==> config.mk <==
export PLATFORM = sky130hd
export DESIGN_NAME = pd_filtered_derivative_pwm_unit
export DESIGN_NICKNAME = d
export VERILOG_FILES = /design/src/hdl/pdfd_pkg.sv /design/src/hdl/pdfd_cfg.sv /design/src/hdl/pdfd_datapath.sv /design/src/hdl/pdfd_ctrl.sv /design/src/hdl/pd_filtered_derivative_pwm_unit.sv
export SDC_FILE = /design/constraint.sdc
export NUM_CORES = 2
export LEC_CHECK = 0
export ABC_AREA = 1
export BUFFER_PORTS_ARGS = -buffer_cell sky130_fd_sc_hd__buf_4
export CORE_UTILIZATION = 55
export DETAILED_ROUTE_END_ITERATION = 16
export PLACE_DENSITY = 0.72
export SYNTH_ARGS = -nofsm -noshare
export SYNTH_HDL_FRONTEND = slang
export SYNTH_SLANG_ARGS = --single-unit
==> constraint.sdc <==
create_clock -name clk -period 11.1 [get_ports clk]
set_clock_uncertainty 0.15 [all_clocks]
set_input_delay 0.555 -clock clk [delete_from_list [all_inputs] [get_ports clk]]
set_output_delay 0.555 -clock clk [all_outputs]
set_load 0.02 [all_outputs]
==> src/hdl/pdfd_pkg.sv <==
// ----------------------------------------------------------------------------
// pdfd_pkg
// Shared types and constants for the PD controller with filtered derivative.
// ----------------------------------------------------------------------------
package pdfd_pkg;

    localparam int REF_W    = 10;
    localparam int GAIN_W   = 16;
    localparam int BYTE_W   = 8;
    localparam int DIST_W   = 11;
    localparam int ERR_W    = 12;
    localparam int CFG_W    = 16;
    localparam int CFG_IDX_W = 3;

    // register indexes
    localparam logic [CFG_IDX_W-1:0] REG_REFERENCE     = 3'd0;
    localparam logic [CFG_IDX_W-1:0] REG_KP_GAIN       = 3'd1;
    localparam logic [CFG_IDX_W-1:0] REG_KD_TIMES_N    = 3'd2;
    localparam logic [CFG_IDX_W-1:0] REG_DERIV_RECIP   = 3'd3;
    localparam logic [CFG_IDX_W-1:0] REG_OUTPUT_GAIN   = 3'd4;
    localparam logic [CFG_IDX_W-1:0] REG_OUTPUT_OFFSET = 3'd5;
    localparam logic [CFG_IDX_W-1:0] REG_CMP_MAX       = 3'd6;
    localparam logic [CFG_IDX_W-1:0] REG_CMP_MIN       = 3'd7;

    // reset values
    localparam logic [REF_W-1:0]  RST_REFERENCE     = 10'd47;
    localparam logic [GAIN_W-1:0] RST_KP_GAIN       = 16'd523;
    localparam logic [GAIN_W-1:0] RST_KD_TIMES_N    = 16'd2495;
    localparam logic [GAIN_W-1:0] RST_DERIV_RECIP   = 16'd63137;
    localparam logic [GAIN_W-1:0] RST_OUTPUT_GAIN   = 16'd13847;
    localparam logic [BYTE_W-1:0] RST_OUTPUT_OFFSET = 8'd140;
    localparam logic [BYTE_W-1:0] RST_CMP_MAX       = 8'd235;
    localparam logic [BYTE_W-1:0] RST_CMP_MIN       = 8'd65;

    typedef struct packed {
        logic [REF_W-1:0]  reference;
        logic [GAIN_W-1:0] kp_gain;
        logic [GAIN_W-1:0] kd_times_n;
        logic [GAIN_W-1:0] derivative_recip;
        logic [GAIN_W-1:0] output_gain;
        logic [BYTE_W-1:0] output_offset;
        logic [BYTE_W-1:0] cmp_max;
        logic [BYTE_W-1:0] cmp_min;
    } cfg_t;

    typedef enum logic [5:0] {
        ST_IDLE   = 6'b000001,
        ST_MUL_P  = 6'b000010,
        ST_MUL_KD = 6'b000100,
        ST_MUL_R  = 6'b001000,
        ST_MUL_G  = 6'b010000,
        ST_OUT    = 6'b100000
    } state_t;

    // shared multiplier operand select
    typedef enum logic [1:0] {
        MUL_SEL_P  = 2'd0,
        MUL_SEL_KD = 2'd1,
        MUL_SEL_R  = 2'd2,
        MUL_SEL_G  = 2'd3
    } mul_sel_t;

    typedef struct packed {
        logic     load_dist;
        mul_sel_t mul_sel;
        logic     load_prop;
        logic     load_sum;
        logic     load_deriv;
        logic     load_gprod;
        logic     load_out;
    } cmd_t;

endpackage

==> src/hdl/pdfd_cfg.sv <==
// ----------------------------------------------------------------------------
// pdfd_cfg
// Configuration register file, written through a plain write port.
// ----------------------------------------------------------------------------
module pdfd_cfg
(
    input  logic                               clk,
    input  logic                               rst_n,
    input  logic                               cfg_we,
    input  logic [pdfd_pkg::CFG_IDX_W-1:0]     cfg_index,
    input  logic [pdfd_pkg::CFG_W-1:0]         cfg_data,
    output pdfd_pkg::cfg_t                     cfg
);

    pdfd_pkg::cfg_t cfg_reg;
    pdfd_pkg::cfg_t cfg_next;

    always_comb
    begin
        cfg_next = cfg_reg;
        if (cfg_we)
        begin
            unique case (cfg_index)
                pdfd_pkg::REG_REFERENCE:     cfg_next.reference        = cfg_data[9:0];
                pdfd_pkg::REG_KP_GAIN:       cfg_next.kp_gain          = cfg_data;
                pdfd_pkg::REG_KD_TIMES_N:    cfg_next.kd_times_n       = cfg_data;
                pdfd_pkg::REG_DERIV_RECIP:   cfg_next.derivative_recip = cfg_data;
                pdfd_pkg::REG_OUTPUT_GAIN:   cfg_next.output_gain      = cfg_data;
                pdfd_pkg::REG_OUTPUT_OFFSET: cfg_next.output_offset    = cfg_data[7:0];
                pdfd_pkg::REG_CMP_MAX:       cfg_next.cmp_max          = cfg_data[7:0];
                pdfd_pkg::REG_CMP_MIN:       cfg_next.cmp_min          = cfg_data[7:0];
            endcase
        end
    end

    always_ff @(posedge clk or negedge rst_n)
    begin
        if (!rst_n)
        begin
            cfg_reg.reference        <= pdfd_pkg::RST_REFERENCE;
            cfg_reg.kp_gain          <= pdfd_pkg::RST_KP_GAIN;
            cfg_reg.kd_times_n       <= pdfd_pkg::RST_KD_TIMES_N;
            cfg_reg.derivative_recip <= pdfd_pkg::RST_DERIV_RECIP;
            cfg_reg.output_gain      <= pdfd_pkg::RST_OUTPUT_GAIN;
            cfg_reg.output_offset    <= pdfd_pkg::RST_OUTPUT_OFFSET;
            cfg_reg.cmp_max          <= pdfd_pkg::RST_CMP_MAX;
            cfg_reg.cmp_min          <= pdfd_pkg::RST_CMP_MIN;
        end
        else
        begin
            cfg_reg <= cfg_next;
        end
    end

    assign cfg = cfg_reg;

endmodule

==> src/hdl/pdfd_datapath.sv <==
// ----------------------------------------------------------------------------
// pdfd_datapath
// Error, shared 34x17 signed multiplier, derivative filter state, output
// scaling, clamp and result register.
// ----------------------------------------------------------------------------
module pdfd_datapath
(
    input  logic                             clk,
    input  logic                             rst_n,
    input  pdfd_pkg::cfg_t                   cfg,
    input  pdfd_pkg::cmd_t                   cmd,
    input  logic [pdfd_pkg::DIST_W-1:0]      distance_cm,
    output logic [pdfd_pkg::BYTE_W-1:0]      pwm_compare,
    output logic signed [pdfd_pkg::ERR_W-1:0] position_error,
    output logic                             clamped
);

    logic [pdfd_pkg::DIST_W-1:0]       dist_reg;
    logic signed [11:0]                err_reg;
    logic signed [11:0]                err_next;
    logic signed [11:0]                last_err_reg;
    logic signed [28:0]                prop_reg;       // Q16.16
    logic signed [32:0]                sum_reg;        // Q16.16
    logic signed [32:0]                sum_next;
    logic signed [31:0]                deriv_reg;      // Q16.16 filter state
    logic signed [31:0]                deriv_next;
    logic signed [50:0]                gprod_reg;      // Q24.24
    logic signed [12:0]                diff;
    logic signed [32:0]                action;
    logic signed [34:0]                deriv_q;

    logic signed [33:0]                mul_a;
    logic signed [16:0]                mul_b;
    logic signed [50:0]                mul_product;

    logic signed [26:0]                scaled;
    logic signed [27:0]                cmp;
    logic                              hit;

    logic [pdfd_pkg::BYTE_W-1:0]       pwm_reg;
    logic signed [11:0]                err_out_reg;
    logic                              clamped_reg;

    assign err_next = $signed({2'b00, cfg.reference}) - $signed({1'b0, dist_reg});
    assign diff     = {err_reg[11], err_reg} - {last_err_reg[11], last_err_reg};
    assign action   = {{4{prop_reg[28]}}, prop_reg} + {deriv_reg[31], deriv_reg};

    // operand select for the one multiplier
    always_comb
    begin
        unique case (cmd.mul_sel)
            pdfd_pkg::MUL_SEL_P:
            begin
                mul_a = {{22{err_next[11]}}, err_next};
                mul_b = {1'b0, cfg.kp_gain};
            end
            pdfd_pkg::MUL_SEL_KD:
            begin
                mul_a = {{21{diff[12]}}, diff};
                mul_b = {1'b0, cfg.kd_times_n};
            end
            pdfd_pkg::MUL_SEL_R:
            begin
                mul_a = {sum_reg[32], sum_reg};
                mul_b = {1'b0, cfg.derivative_recip};
            end
            pdfd_pkg::MUL_SEL_G:
            begin
                mul_a = {action[32], action};
                mul_b = {1'b0, cfg.output_gain};
            end
            default:
            begin
                mul_a = '0;
                mul_b = '0;
            end
        endcase
    end

    assign mul_product = mul_a * mul_b;

    assign sum_next = {{3{mul_product[29]}}, mul_product[29:0]}
                    + {deriv_reg[31], deriv_reg};

    // floor shift by 16, then saturate to 32 bits
    assign deriv_q = mul_product[50:16];

    always_comb
    begin
        priority if (!deriv_q[34] && (deriv_q[33:31] != 3'b000))
            deriv_next = {1'b0, {31{1'b1}}};
        else if (deriv_q[34] && (deriv_q[33:31] != 3'b111))
            deriv_next = {1'b1, 31'd0};
        else
            deriv_next = deriv_q[31:0];
    end

    // truncate toward zero, add offset, clamp max then min
    always_comb
    begin
        scaled = gprod_reg[50:24];
        if (gprod_reg[50] && (gprod_reg[23:0] != 24'd0))
            scaled = scaled + 27'sd1;
        cmp = {scaled[26], scaled} + $signed({20'd0, cfg.output_offset});
        hit = 1'b0;
        if (cmp > $signed({20'd0, cfg.cmp_max}))
        begin
            cmp = $signed({20'd0, cfg.cmp_max});
            hit = 1'b1;
        end
        if (cmp < $signed({20'd0, cfg.cmp_min}))
        begin
            cmp = $signed({20'd0, cfg.cmp_min});
            hit = 1'b1;
        end
    end

    // filter state
    always_ff @(posedge clk or negedge rst_n)
    begin
        if (!rst_n)
        begin
            last_err_reg <= '0;
            deriv_reg    <= '0;
        end
        else if (cmd.load_deriv)
        begin
            last_err_reg <= err_reg;
            deriv_reg    <= deriv_next;
        end
    end

    // working and result payload
    always_ff @(posedge clk)
    begin
        if (cmd.load_dist)
            dist_reg <= distance_cm;
        if (cmd.load_prop)
        begin
            prop_reg <= mul_product[28:0];
            err_reg  <= err_next;
        end
        if (cmd.load_sum)
            sum_reg <= sum_next;
        if (cmd.load_gprod)
            gprod_reg <= mul_product;
        if (cmd.load_out)
        begin
            pwm_reg     <= cmp[7:0];
            err_out_reg <= err_reg;
            clamped_reg <= hit;
        end
    end

    assign pwm_compare    = pwm_reg;
    assign position_error = err_out_reg;
    assign clamped        = clamped_reg;

endmodule

==> src/hdl/pdfd_ctrl.sv <==
// ----------------------------------------------------------------------------
// pdfd_ctrl
// Sequencer: steps one item through the shared multiplier and owns the
// channel handshakes.
// ----------------------------------------------------------------------------
module pdfd_ctrl
(
    input  logic            clk,
    input  logic            rst_n,
    input  logic            in_valid,
    output logic            in_stall,
    output logic            out_valid,
    input  logic            out_stall,
    output pdfd_pkg::cmd_t  cmd
);

    pdfd_pkg::state_t state_reg;
    pdfd_pkg::state_t state_next;
    logic             out_valid_reg;
    logic             out_valid_next;
    logic             out_free;

    assign out_free = !out_valid_reg || !out_stall;

    always_comb
    begin
        state_next     = state_reg;
        cmd            = '0;
        cmd.mul_sel    = pdfd_pkg::MUL_SEL_P;
        unique case (state_reg)
            pdfd_pkg::ST_IDLE:
            begin
                cmd.load_dist = in_valid;
                if (in_valid)
                    state_next = pdfd_pkg::ST_MUL_P;
            end
            pdfd_pkg::ST_MUL_P:
            begin
                cmd.mul_sel   = pdfd_pkg::MUL_SEL_P;
                cmd.load_prop = 1'b1;
                state_next    = pdfd_pkg::ST_MUL_KD;
            end
            pdfd_pkg::ST_MUL_KD:
            begin
                cmd.mul_sel  = pdfd_pkg::MUL_SEL_KD;
                cmd.load_sum = 1'b1;
                state_next   = pdfd_pkg::ST_MUL_R;
            end
            pdfd_pkg::ST_MUL_R:
            begin
                cmd.mul_sel    = pdfd_pkg::MUL_SEL_R;
                cmd.load_deriv = 1'b1;
                state_next     = pdfd_pkg::ST_MUL_G;
            end
            pdfd_pkg::ST_MUL_G:
            begin
                cmd.mul_sel    = pdfd_pkg::MUL_SEL_G;
                cmd.load_gprod = 1'b1;
                state_next     = pdfd_pkg::ST_OUT;
            end
            pdfd_pkg::ST_OUT:
            begin
                cmd.load_out = out_free;
                if (out_free)
                    state_next = pdfd_pkg::ST_IDLE;
            end
            default:
            begin
                state_next = pdfd_pkg::ST_IDLE;
            end
        endcase
    end

    always_comb
    begin
        priority if (cmd.load_out)
            out_valid_next = 1'b1;
        else if (!out_stall)
            out_valid_next = 1'b0;
        else
            out_valid_next = out_valid_reg;
    end

    always_ff @(posedge clk or negedge rst_n)
    begin
        if (!rst_n)
        begin
            state_reg     <= pdfd_pkg::ST_IDLE;
            out_valid_reg <= 1'b0;
        end
        else
        begin
            state_reg     <= state_next;
            out_valid_reg <= out_valid_next;
        end
    end

    assign in_stall  = (state_reg != pdfd_pkg::ST_IDLE);
    assign out_valid = out_valid_reg;

`ifndef NO_ASSERTIONS
    a_accept_starts: assert property (@(posedge clk) disable iff (!rst_n)
        (in_valid && !in_stall) |=> (state_reg == pdfd_pkg::ST_MUL_P))
        else $error("accepted item did not start the multiply sequence");

    a_no_overwrite: assert property (@(posedge clk) disable iff (!rst_n)
        cmd.load_out |-> (!out_valid_reg || !out_stall))
        else $error("result register loaded while a result is still held");

    a_valid_from_out: assert property (@(posedge clk) disable iff (!rst_n)
        $rose(out_valid_reg) |-> $past(state_reg == pdfd_pkg::ST_OUT))
        else $error("result shown without passing the output step");

    a_filter_once: assert property (@(posedge clk) disable iff (!rst_n)
        cmd.load_deriv |=> !cmd.load_deriv && (state_reg == pdfd_pkg::ST_MUL_G))
        else $error("filter state updated out of sequence");
`endif

endmodule

==> src/hdl/pd_filtered_derivative_pwm_unit.sv <==
// ----------------------------------------------------------------------------
// pd_filtered_derivative_pwm_unit
// PD position controller with filtered derivative driving a PWM compare value.
// ----------------------------------------------------------------------------
//
//  channel | signals                                   | direction
//  --------+-------------------------------------------+----------
//  in      | in_valid, in_stall, distance_cm           | item in
//  out     | out_valid, out_stall, pwm_compare,        | item out
//          | position_error, clamped                   |
//  cfg     | cfg_we, cfg_index, cfg_data               | write only
//
//  Each item passes through the accept step, four passes through the single
//  shared 34x17 signed multiplier (P, Kd*N*diff, filter reciprocal, output
//  gain) and an output step for truncation, offset and clamp.
//  in_stall is high from the accept until the result is moved into the
//  output register; the output register holds a result under out_stall while
//  the next item is accepted, and only the final step waits on it.
//  Reset (rst_n, async, low) loads the register reset values, clears the
//  last error and filter state and empties the output register.
//
//  Math: error = reference - distance; P = kp*error (Q16.16);
//  D = floor(((kdn*(error-last_error)) + D) * recip / 2^16), saturated to
//  32 bits; compare = trunc((P+D)*gain / 2^24) + offset, clamped to max and
//  then min, with clamped set whenever either limit acted.
// ----------------------------------------------------------------------------
module pd_filtered_derivative_pwm_unit
(
    input  logic                               clk,
    input  logic                               rst_n,
    // configuration
    input  logic                               cfg_we,
    input  logic [pdfd_pkg::CFG_IDX_W-1:0]     cfg_index,
    input  logic [pdfd_pkg::CFG_W-1:0]         cfg_data,
    // input channel
    input  logic                               in_valid,
    output logic                               in_stall,
    input  logic [pdfd_pkg::DIST_W-1:0]        distance_cm,
    // output channel
    output logic                               out_valid,
    input  logic                               out_stall,
    output logic [pdfd_pkg::BYTE_W-1:0]        pwm_compare,
    output logic signed [pdfd_pkg::ERR_W-1:0]  position_error,
    output logic                               clamped
);

    pdfd_pkg::cfg_t cfg;
    pdfd_pkg::cmd_t cmd;

    // register file
    pdfd_cfg u_cfg
    (
        .clk       (clk),
        .rst_n     (rst_n),
        .cfg_we    (cfg_we),
        .cfg_index (cfg_index),
        .cfg_data  (cfg_data),
        .cfg       (cfg)
    );

    // sequencer and handshakes
    pdfd_ctrl u_ctrl
    (
        .clk       (clk),
        .rst_n     (rst_n),
        .in_valid  (in_valid),
        .in_stall  (in_stall),
        .out_valid (out_valid),
        .out_stall (out_stall),
        .cmd       (cmd)
    );

    // arithmetic, filter state and result register
    pdfd_datapath u_datapath
    (
        .clk            (clk),
        .rst_n          (rst_n),
        .cfg            (cfg),
        .cmd            (cmd),
        .distance_cm    (distance_cm),
        .pwm_compare    (pwm_compare),
        .position_error (position_error),
        .clamped        (clamped)
    );

endmodule
==> impl_results.md <==
* Most Frequent Cell on Critical Path: nand2_1
* First-pass GRT wire length at 168 mm
* Post-synth top area cell: fa_1
* Layout cells sized above 1 at 0.0837
* DR iter-0 viols at 2571
* Placed Area at 0.0386 sq mm
* Hold_sp: cfg_data[7]
* Post-synthesis compound-gate area fraction at 0.0876
* CP required at 11.28 ns
* Clock transition at the registers of the reported paths at 0.07 ns
* Worst flop-to-flop path startpoint: u_datapath.err_reg[0]$_DFFE_PP_
* Core ar. at 0.0659 sq mm
* Via density at 5.52
* Critical Path Fanout Max at 21
* Drt pass-1 iters at 6
* Syn_nets at 5193
* Setup_tns at 0 ns
* Critical path type: reg2reg
* Worst hold path class: in2reg
* WHS at 0.0221 ns
* PortBufs at 57
* Synthesis-stage register bit count at 306
* Layout area overhead at 8.69%
* Rows at 94
* Synth top area cells: fa_1, edfxtp_1, inv_1
* Die area at 0.0677 sq mm
* Routability Congestion at 1.03
* Worst-margin pin slew at 1.18 ns
* Outcome: complete, no violations
* Synth top cells by count: inv_1, nand2_1, fa_1
* Initial antenna violation count at 7
* MaxCap Viol Count at 0
* Final setup fails at 0
* Fin crit period at 10.59 ns
* CTS Buf Count at 31
* Height of the die at 260 microns
* Mean Syn Cell Area at 8.30 sq um
* Mux share of post-synthesis cell area at 0
* Number of flip-flops in the largest register at 98
* Max Root-Sink Buffers at 3
* Max-slew headroom at 0.211
* Clock Latency Late Sink at 0.60 ns
* Detailed Route WL at 107 mm
* Largest family of logic cells by synthesized area: adder cells
* GRT overflow at 0
* RSZ-0062 raised after global routing: no
* Top cell type's share of synthesized area at 0.276
* Post-place setup slack at 0.747 ns
* Design area at 0.0398 sq mm
* CTS tree: done
* Worst Setup End Kind: flip-flop
* DRC at 0
* Slew Viols, Final at 0
* Average wire per standard cell at 19.8 microns
* Crit path setup slack, layout at 0.513 ns
* Share of flip-flops with an asynchronous set or reset at 0.487
* Post-CTS Setup Bufs at 0
* Simple-gate area share of the yosys netlist at 0.187
* Post-synthesis cell count at 4414
* CP startpoint: u_datapath.err_reg[0]$_DFFE_PP_
* Tot GR Track Use at 0.324
* H-tree depth at 1
* Critical Path Max Stage Delay at 0.59 ns
* IO Pins at 58
* EDFF count, synth at 157
* Total number of vias at 29800
* CP startpoint kind: flip-flop
* WP data arrival at 10.76 ns
* Largest net degree at the start of global routing at 80
* Predominant post-synthesis flop cell: edfxtp_1
* Final period utilization at 0.954
* Most common cell in the netlist: inv_1
* Slowest-stage cell, CP: o21ai_0
* CTS Sinks at 306
* DP Wirelength at 86.1 mm
* Vias in the first global route at 29600
* Post-Syn Area at 0.0366 sq mm
* Yosys cell types at 57
* Ys Warns at 0
* Die X-Extent at 260 microns
* Register area share after synthesis at 0.232
* Nets at 5284
* Max frequency at 0.0945 GHz
* Routed Antenna Nets at 0
* Starting Density at 0.556
* CTS root buf: clkbuf_16
* XOR/XNOR Fraction of Synth Area at 0.0280
* Synth Area in Adders at 0.357
* Final hold vios at 0
-- cell families (layout without fill, tap and decap cells) --
group / after synthesis / count (layout)
and+or+nand+nor: 1649 / 1649
adders and majority gates: 744 / 744
buffers and inverters: 1044 / 1160
other: 0 / 3
AOI/OAI and AO/OA: 554 / 554
DFF: 306 / 306
xor gates and xnor gates: 117 / 117
-- critical path: cells and delay by family (launching register included) --
family | cells | cell delay (ns)
compound gates | 10 | 2.28
fa+ha+maj | 10 | 4.35
simple gates | 18 | 2.18
flops | 1 | 0.37
buf+inv | 5 | 0.70
xor+xnor | 2 | 0.25
-- through the flow --
step,instances,utilization
finish,5397,0.605
global route,5394,0.605
CTS,5394,0.605
detailed placement,5324,0.586
global placement,5324,0.586
floorplan,4414,-
-- placed cells by master, fill, tap and decap left out, types with 6 or more instances in the layout --
| master | count |
|---|---|
| inv_1 | 908 |
| nand2_1 | 882 |
| fa_1 | 505 |
| nor2_1 | 460 |
| ha_1 | 239 |
| o21ai_0 | 218 |
| a21oi_1 | 173 |
| nand3_1 | 165 |
| buf_4 | 160 |
| edfxtp_1 | 157 |
| dfrtp_1 | 102 |
| xor2_1 | 78 |
| dfstp_2 | 47 |
| xnor2_1 | 39 |
| nand4_1 | 31 |
| clkbuf_16 | 31 |
| a2bb2oi_1 | 30 |
| o21a_1 | 29 |
| a31oi_1 | 24 |
| nand2_2 | 24 |
| or2_2 | 21 |
| nor2_2 | 17 |
| nor3_1 | 13 |
| inv_2 | 12 |
| dlygate4sd3_1 | 12 |
| a21o_1 | 11 |
| nor2_4 | 11 |
| o21bai_1 | 9 |
| o21ai_1 | 9 |
| clkinv_1 | 8 |
| nand3_2 | 8 |
| o221ai_1 | 7 |
| o31ai_1 | 7 |
| bufinv_16 | 7 |
| a21boi_0 | 6 |
-- per-layer routing --
layer / vias to the layer above / share of wire / global-route usage
li1: 13800 / - / -
met1: 14600 / 0.41 / 0.436
met4: 0 / 0.036 / 0.103
met2: 1180 / 0.47 / 0.532
met3: 228 / 0.083 / 0.0569
met5: - / 0 / 0
-- final cells by class --
| type | count | area, sq um |
|---|---|---|
| multi-input cells | 3064 | 24200 |
| fillers | 5825 | 26000 |
| clock buffers | 32 | 779 |
| well taps | 864 | 1080 |
| diodes | 3 | 7.51 |
| repair buffers | 177 | 1410 |
| inverters | 925 | 3470 |
| clock inverters | 26 | 352 |
| flip-flops and latches | 306 | 8500 |
-- path summary, 6_finish.rpt --
check / to / slack [ns] / cells past startpoint
max in group asynchronous: u_cfg.cfg[51]$_DFFE_PN0P_ / 8.90 / 3
worst min-delay path: u_cfg.cfg[7]$_DFFE_PN0P_ / 0.02 / 3
min in group asynchronous: u_ctrl.out_valid$_DFFE_PN0P_ / 0.42 / 2
worst max register to register: u_datapath.sum_reg[30]$_DFFE_PP_ / 0.51 / 45
worst max-delay path: u_datapath.sum_reg[30]$_DFFE_PP_ / 0.51 / 45
worst min register to register: u_cfg.cfg[65]$_DFFE_PN0P_ / 0.33 / 2
-- repair_timing --
item | CTS | global route
endpoints found under the hold margin | 71 | 0
hold buffers | 12 | 0
resized for setup | 0 | 1
setup endpoints to repair | 0 | 18
Power is left out: the tool's default activity adds up to more than one toggle a clock period on the data nets, which glitch-free logic cannot reach.
